--- src/design/sida_pkg.sv ---
// ----------------------------------------------------------------------------
// sida_pkg
// Shared constants for the signed integer to decimal ASCII converter.
// ----------------------------------------------------------------------------
package sida_pkg;

  localparam int unsigned VALUE_W   = 32;
  localparam int unsigned CHAR_W    = 8;
  localparam int unsigned NUM_DIGITS = 10;
  localparam int unsigned BCD_W     = 4 * NUM_DIGITS;
  localparam int unsigned DIG_IDX_W = $clog2(NUM_DIGITS);
  localparam int unsigned BIT_CNT_W = $clog2(VALUE_W);

  localparam logic [CHAR_W-1:0] ASCII_ZERO  = 8'd48;
  localparam logic [CHAR_W-1:0] ASCII_MINUS = 8'd45;

endpackage

--- src/design/signed_int_to_decimal_ascii.sv ---
// ----------------------------------------------------------------------------
// signed_int_to_decimal_ascii
// Converts a signed 32-bit integer into its decimal ASCII text, most
// significant character first, with a leading '-' for negative values.
// ----------------------------------------------------------------------------
// sequence: load the value, run the shift-and-adjust steps, locate the
// leading digit, then one character per cycle while the output is not
// stalled (1 to 11 characters); a new value is taken only after the last
// character, as the 32-step binary-to-bcd loop uses the shared adjust/shift unit
// reset: asynchronous active low, returns to idle with no result pending
module signed_int_to_decimal_ascii (
  input  logic                                clk_i,
  input  logic                                rst_ni,
  input  logic                                in_valid_i,
  output logic                                in_ready_o,
  input  logic signed [sida_pkg::VALUE_W-1:0] value_i,
  output logic                                out_valid_o,
  input  logic                                out_ready_i,
  output logic [sida_pkg::CHAR_W-1:0]         character_o,
  output logic                                last_o
);
  import sida_pkg::*;

  typedef enum logic [1:0] {
    S_IDLE,
    S_CONV,
    S_FIND,
    S_EMIT
  } state_e;

  state_e               state_q;
  logic [VALUE_W-1:0]   mag_q;
  logic [BCD_W-1:0]     bcd_q;
  logic [BIT_CNT_W-1:0] cnt_q;
  logic [DIG_IDX_W-1:0] dig_q;
  logic                 neg_q;
  logic                 out_valid_q;
  logic [CHAR_W-1:0]    char_q;
  logic                 last_q;

  logic [BCD_W-1:0]     bcd_adj;
  logic [DIG_IDX_W-1:0] top_dig;
  logic [3:0]           cur_nib;
  logic                 out_free;

  assign in_ready_o  = (state_q == S_IDLE);
  assign out_valid_o = out_valid_q;
  assign character_o = char_q;
  assign last_o      = last_q;
  assign out_free    = !out_valid_q || out_ready_i;

  // add-3 adjust on every bcd nibble of five or more
  always_comb begin
    for (int i = 0; i < NUM_DIGITS; i++) begin
      if (bcd_q[4*i +: 4] >= 4'd5) begin
        bcd_adj[4*i +: 4] = bcd_q[4*i +: 4] + 4'd3;
      end else begin
        bcd_adj[4*i +: 4] = bcd_q[4*i +: 4];
      end
    end
  end

  // highest non-zero digit, zero when the whole value is zero
  always_comb begin
    top_dig = '0;
    for (int i = 0; i < NUM_DIGITS; i++) begin
      if (bcd_q[4*i +: 4] != 4'd0) begin
        top_dig = DIG_IDX_W'(i);
      end
    end
  end

  assign cur_nib = bcd_q[4*dig_q +: 4];

  always_ff @(posedge clk_i or negedge rst_ni) begin
    if (!rst_ni) begin
      state_q     <= S_IDLE;
      cnt_q       <= '0;
      dig_q       <= '0;
      neg_q       <= 1'b0;
      out_valid_q <= 1'b0;
      mag_q       <= '0;
      bcd_q       <= '0;
      char_q      <= '0;
      last_q      <= 1'b0;
    end else begin
      // a new character replaces the one leaving, else a transfer empties the slot
      if ((state_q == S_EMIT) && out_free) begin
        out_valid_q <= 1'b1;
      end else if (out_ready_i) begin
        out_valid_q <= 1'b0;
      end
      unique case (state_q)
        S_IDLE: begin
          if (in_valid_i) begin
            neg_q   <= value_i[VALUE_W-1];
            mag_q   <= value_i[VALUE_W-1] ? (~value_i + VALUE_W'(1)) : value_i;
            bcd_q   <= '0;
            cnt_q   <= '0;
            state_q <= S_CONV;
          end
        end
        S_CONV: begin
          {bcd_q, mag_q} <= {bcd_adj[BCD_W-2:0], mag_q, 1'b0};
          cnt_q <= cnt_q + BIT_CNT_W'(1);
          if (cnt_q == BIT_CNT_W'(VALUE_W - 1)) begin
            state_q <= S_FIND;
          end
        end
        S_FIND: begin
          dig_q   <= top_dig;
          state_q <= S_EMIT;
        end
        S_EMIT: begin
          if (out_free) begin
            if (neg_q) begin
              char_q <= ASCII_MINUS;
              last_q <= 1'b0;
              neg_q  <= 1'b0;
            end else begin
              char_q <= ASCII_ZERO + CHAR_W'(cur_nib);
              last_q <= (dig_q == '0);
              if (dig_q == '0) begin
                state_q <= S_IDLE;
              end else begin
                dig_q <= dig_q - DIG_IDX_W'(1);
              end
            end
          end
        end
        default: state_q <= S_IDLE;
      endcase
    end
  end

endmodule
--- config.mk ---
export PLATFORM = sky130hd
export DESIGN_NAME = signed_int_to_decimal_ascii
export DESIGN_NICKNAME = d
export VERILOG_FILES = /design/src/design/sida_pkg.sv /design/src/design/signed_int_to_decimal_ascii.sv
export SDC_FILE = /design/constraint.sdc
export NUM_CORES = 1
export LEC_CHECK = 0
export BUFFER_PORTS_ARGS = -buffer_cell sky130_fd_sc_hd__buf_2
export CAP_MARGIN = 20
export CORE_UTILIZATION = 65
export DETAILED_ROUTE_END_ITERATION = 10
export GPL_ROUTABILITY_DRIVEN = 0
export HOLD_SLACK_MARGIN = 0.1
export PLACE_DENSITY = 0.87
export SKIP_LAST_GASP = 1
export SYNTH_ARGS = -nofsm -noshare
export SYNTH_HDL_FRONTEND = slang
export SYNTH_SLANG_ARGS = --single-unit
--- constraint.sdc ---
create_clock -name clk_i -period 4.8 [get_ports clk_i]
set_clock_uncertainty 0.1 [all_clocks]
set_input_delay 0.24 -clock clk_i [delete_from_list [all_inputs] [get_ports clk_i]]
set_output_delay 0.24 -clock clk_i [all_outputs]
set_load 0.02 [all_outputs]
==> run summary <==
Outcome
- **result of the run** finished clean

Worst setup path
- **capturing element type of the critical path** register
- **length in cells of the worst reg-to-reg path** 5
- **worst flop-to-flop path endpoint** bcd_q[35]
- **critical register-to-register path startpoint** state_q[1]
- **kind of critical path** reg -> reg
- **required time of the worst setup path** 5000 ps
- **CP Data Arrival Time** 3420 ps
- **category of the worst setup path launch point** register
- **reg-to-reg slack, setup** 1580 ps
- **largest fanout of any net on the critical path** 24

Clock network
- **TritonCTS sink count** 92
- **CTS tree** yes
- **number of CTS-inserted buffers** 9
- **H-tree Lvls** 3
- **largest buffer count on any clock path** 2
- **root buf cell** sky130_fd_sc_hd__clkbuf_8
- **post_cts resized** 0
- **clock insertion delay at the later pin of the skew report** 360 ps
- **clock slew seen by the registers of the worst setup and hold paths** 90 ps

Pwr
- **power share of the combinational group** 51.4%
- **internal portion of total power** 2.09 mW
- **switching power as a share of total power** 45.5%
- **power density over cell area** 612 nW/um^2
- **Switch Pwr** 1.75 mW
- **clock network power share** 12.9%
- **PnR Total Power** 3.84 mW
- **leakage power** 2.63 nW
- **Max IR drop VDD** 0.344 mV
- **sequential share of power** 35.7%

Global route
- **met2 Resource Use GR** 56.0%
- **antenna violations before repair** 0
- **vias in the first global route** 4693
- **pin count of the biggest net entering global routing** 67
- **remaining global-route overflow** 0
- **met3 Resource Use GR** 5.01%
- **GRT busiest layer** met2
- **total global-route track usage** 31.6%
- **wire length of the first global-routing pass** 22.2 mm
- **met1 track demand over resource** 39.3%

Synthesis
- **cell area after synthesis** 5790 sq um
- **number of enable-type register cells in the synthesized netlist** 0
- **distinct cell type count after synthesis** 55
- **sequential share of the synthesized area** 39.7%
- **fraction of synthesis flops using an asynchronous set or reset pin** 100%
- **post-synthesis cell count** 635
- **flip-flop cell with the highest count after synthesis** sky130_fd_sc_hd__dfrtp_1
- **count of state elements after synthesis** 92
- **count of synthesis-stage warnings from yosys** 0
- **average cell area after synthesis** 9.12 sq um

STA
- **RSZ-0062 raised after global routing** false
- **smallest setup slack after layout** 1580 ps
- **Total Negative Setup Slacks** 0 ps
- **transition time at the pin with the least slew margin** 1110 ps
- **Final Max Slew Viols** 0
- **Final Hold Violating Endpoints** 0
- **Max-slew headroom** 25.4%
- **final count of negative-setup-slack endpoints** 0
- **final period demand of the worst path** 3220 ps
- **post-route fraction of the period consumed by the critical path** 67.1%
- **FMAX** 311 MHz

Layout
- **Layout Nets** 726
- **layout overhead on the synthesized area** 8.40%
- **most used cells in the layout excluding fill and tap cells** 92 x sky130_fd_sc_hd__dfrtp_1, 69 x sky130_fd_sc_hd__o21ai_0, 47 x sky130_fd_sc_hd__a21oi_1
- **cell area after layout** 6280 sq um
- **proportion of layout cells with a drive suffix above 1** 12.2%
- **most frequent standard cell in the layout excluding fill and tap cells** sky130_fd_sc_hd__dfrtp_1
- **# diodes** 0

Worst hold path
- **worst hold path class** in -> reg
- **Cells on Worst Hold Path** 3
- **HP Start** value_i[22]
- **end point of the most critical hold path** mag_q[22]

Route
- **detail-routed net length per standard cell** 17.7 um
- **number of DRC violations after detailed-routing iteration 0** 321
- **number of search-and-repair iterations in the first detailed-routing pass** 5
- **final WL** 13.6 mm
- **drc violations** 0
- **mean number of vias per cell** 6.55
- **via count** 5061
- **Antenna Nets Post-Route** 0

Job
- **MaxCap Viol Count** 0

Floorplan
- **vertical die dimension** 96.4 um
- **number of core rows** 34
- **DIE WIDTH** 96.4 um
- **CORE AREA** 8680 sq um
- **Initial Util** 66.7%
- **DIE AREA** 9290 sq um
- **number of primary I/O pins** 47

Place
- **Port Buf Inserts** 44
- **dpl cell area** 6080 sq um
- **dpl hpwl** 9.81 mm
- **worst-case setup slack after placement** 1590 ps

power groups by stage:
stage	logic [mW]	clock network (mW)	registers, mW
floorplan	1.47	0	1.28
global placement	1.81	0	1.36
detailed placement	1.94	0	1.38
CTS	1.95	0.500	1.36
global route	2.19	0.530	1.41
finish	1.97	0.497	1.37
sequential cells by signal (all words and copies together) (netlist names):
name         cells
cnt_q            5
state_q          2
bcd_q           40
neg_q            1
character_o      6
dig_q            4
mag_q           32
out_valid_o      1
last_o           1
cells by family (layout without fill, tap and decap cells):
family	after synthesis	in the layout	share of synthesized area, %
AO/OA/AOI/OAI	213	213	23.5
XOR/XNOR	45	45	6.80
adder cells (fa/ha/maj)	28	28	6.05
buffers and inverters	67	96	4.51
flip-flops	92	92	39.7
multiplexers	20	20	4.60
other	1	2	0.0647
AND/OR/NAND/NOR	169	169	14.7
synth_stat cells (3+ instances only):
library cell	instances	area (sq um)
sky130_fd_sc_hd__nor2b_1	4	25.0
sky130_fd_sc_hd__o32ai_1	9	78.8
sky130_fd_sc_hd__o22ai_1	16	100
sky130_fd_sc_hd__mux2i_1	12	120
sky130_fd_sc_hd__buf_1	6	22.5
sky130_fd_sc_hd__nor2_1	43	161
sky130_fd_sc_hd__o2111ai_1	3	26.3
sky130_fd_sc_hd__ha_1	28	350
sky130_fd_sc_hd__or3_1	12	75.1
sky130_fd_sc_hd__mux2_2	3	33.8
sky130_fd_sc_hd__nand2_1	45	169
sky130_fd_sc_hd__xnor2_1	17	149
sky130_fd_sc_hd__o21ai_0	69	345
sky130_fd_sc_hd__o31ai_1	20	150
sky130_fd_sc_hd__o41ai_1	4	35.0
sky130_fd_sc_hd__a32o_1	10	100
sky130_fd_sc_hd__a211oi_1	3	22.5
sky130_fd_sc_hd__nor3b_1	4	30.0
sky130_fd_sc_hd__a22o_1	6	52.6
sky130_fd_sc_hd__nand2b_1	13	81.3
sky130_fd_sc_hd__nor4_1	4	25.0
sky130_fd_sc_hd__nand3_1	11	55.1
sky130_fd_sc_hd__xor2_1	28	245
sky130_fd_sc_hd__inv_1	31	116
sky130_fd_sc_hd__o211ai_1	3	22.5
sky130_fd_sc_hd__or3b_2	4	35.0
sky130_fd_sc_hd__clkbuf_1	26	97.6
sky130_fd_sc_hd__or4_1	3	22.5
sky130_fd_sc_hd__o221ai_1	3	26.3
sky130_fd_sc_hd__dfrtp_1	92	2300
sky130_fd_sc_hd__nor3_1	12	60.1
sky130_fd_sc_hd__and3_1	3	18.8
sky130_fd_sc_hd__mux4_2	5	113
sky130_fd_sc_hd__nand4_1	3	18.8
sky130_fd_sc_hd__a31oi_1	4	25.0
sky130_fd_sc_hd__a21oi_1	47	235
sky130_fd_sc_hd__a22oi_1	6	45.0
stage by stage:
stage | hold WS (ps) | utilization (%) | std cells
finish | 105 | 72.3 | 773
global route | 126 | 72.3 | 773
CTS | 103 | 72.3 | 772
detailed placement | 68.8 | 70.0 | 756
global placement | 65.1 | 69.7 | 755
floorplan | -156 | - | 636
final cells by class:
cell class / count / area, sq um
clock buffers: 12 / 135
clock inverters: 2 / 37.5
fillers: 681 / 2400
inverters: 31 / 116
multi-input cells: 477 / 3250
flip-flops and latches: 92 / 2300
well taps: 108 / 135
repair buffers: 51 / 300
critical path, stage by stage, from the launching register on:
cell	delay, ps
sky130_fd_sc_hd__dfrtp_1	420
sky130_fd_sc_hd__inv_1	100
sky130_fd_sc_hd__ha_1	720
sky130_fd_sc_hd__inv_1	540
sky130_fd_sc_hd__nor2_1	980
sky130_fd_sc_hd__a32o_1	290
routing by layer:
metal  share of wire [%]  vias up  routed length, um
met1                  41     2469               5640
met3                 5.5       25                746
met5                   0        -                  0
li1                    -     2384                  -
met2                  51      183               6970
met4                 2.1        0                293
what timing repair did:
action	4_1_cts	5_1_grt
setup buffers	0	0
hold endpoints to repair	27	0
hold buffers	2	0
how the worst max path moves through the flow:
stage | startpoint | to | slack [ps] | cells after the start
floorplan | state_q[0] | mag_q[20] | 2410 | 9
global placement | state_q[1] | bcd_q[15] | 1730 | 5
detailed placement | state_q[1] | mag_q[30] | 1590 | 8
CTS | state_q[1] | mag_q[30] | 1570 | 8
global route | state_q[1] | bcd_q[35] | 1320 | 5
finish | state_q[1] | bcd_q[35] | 1580 | 5
Power figures use the tool's default switching activity.
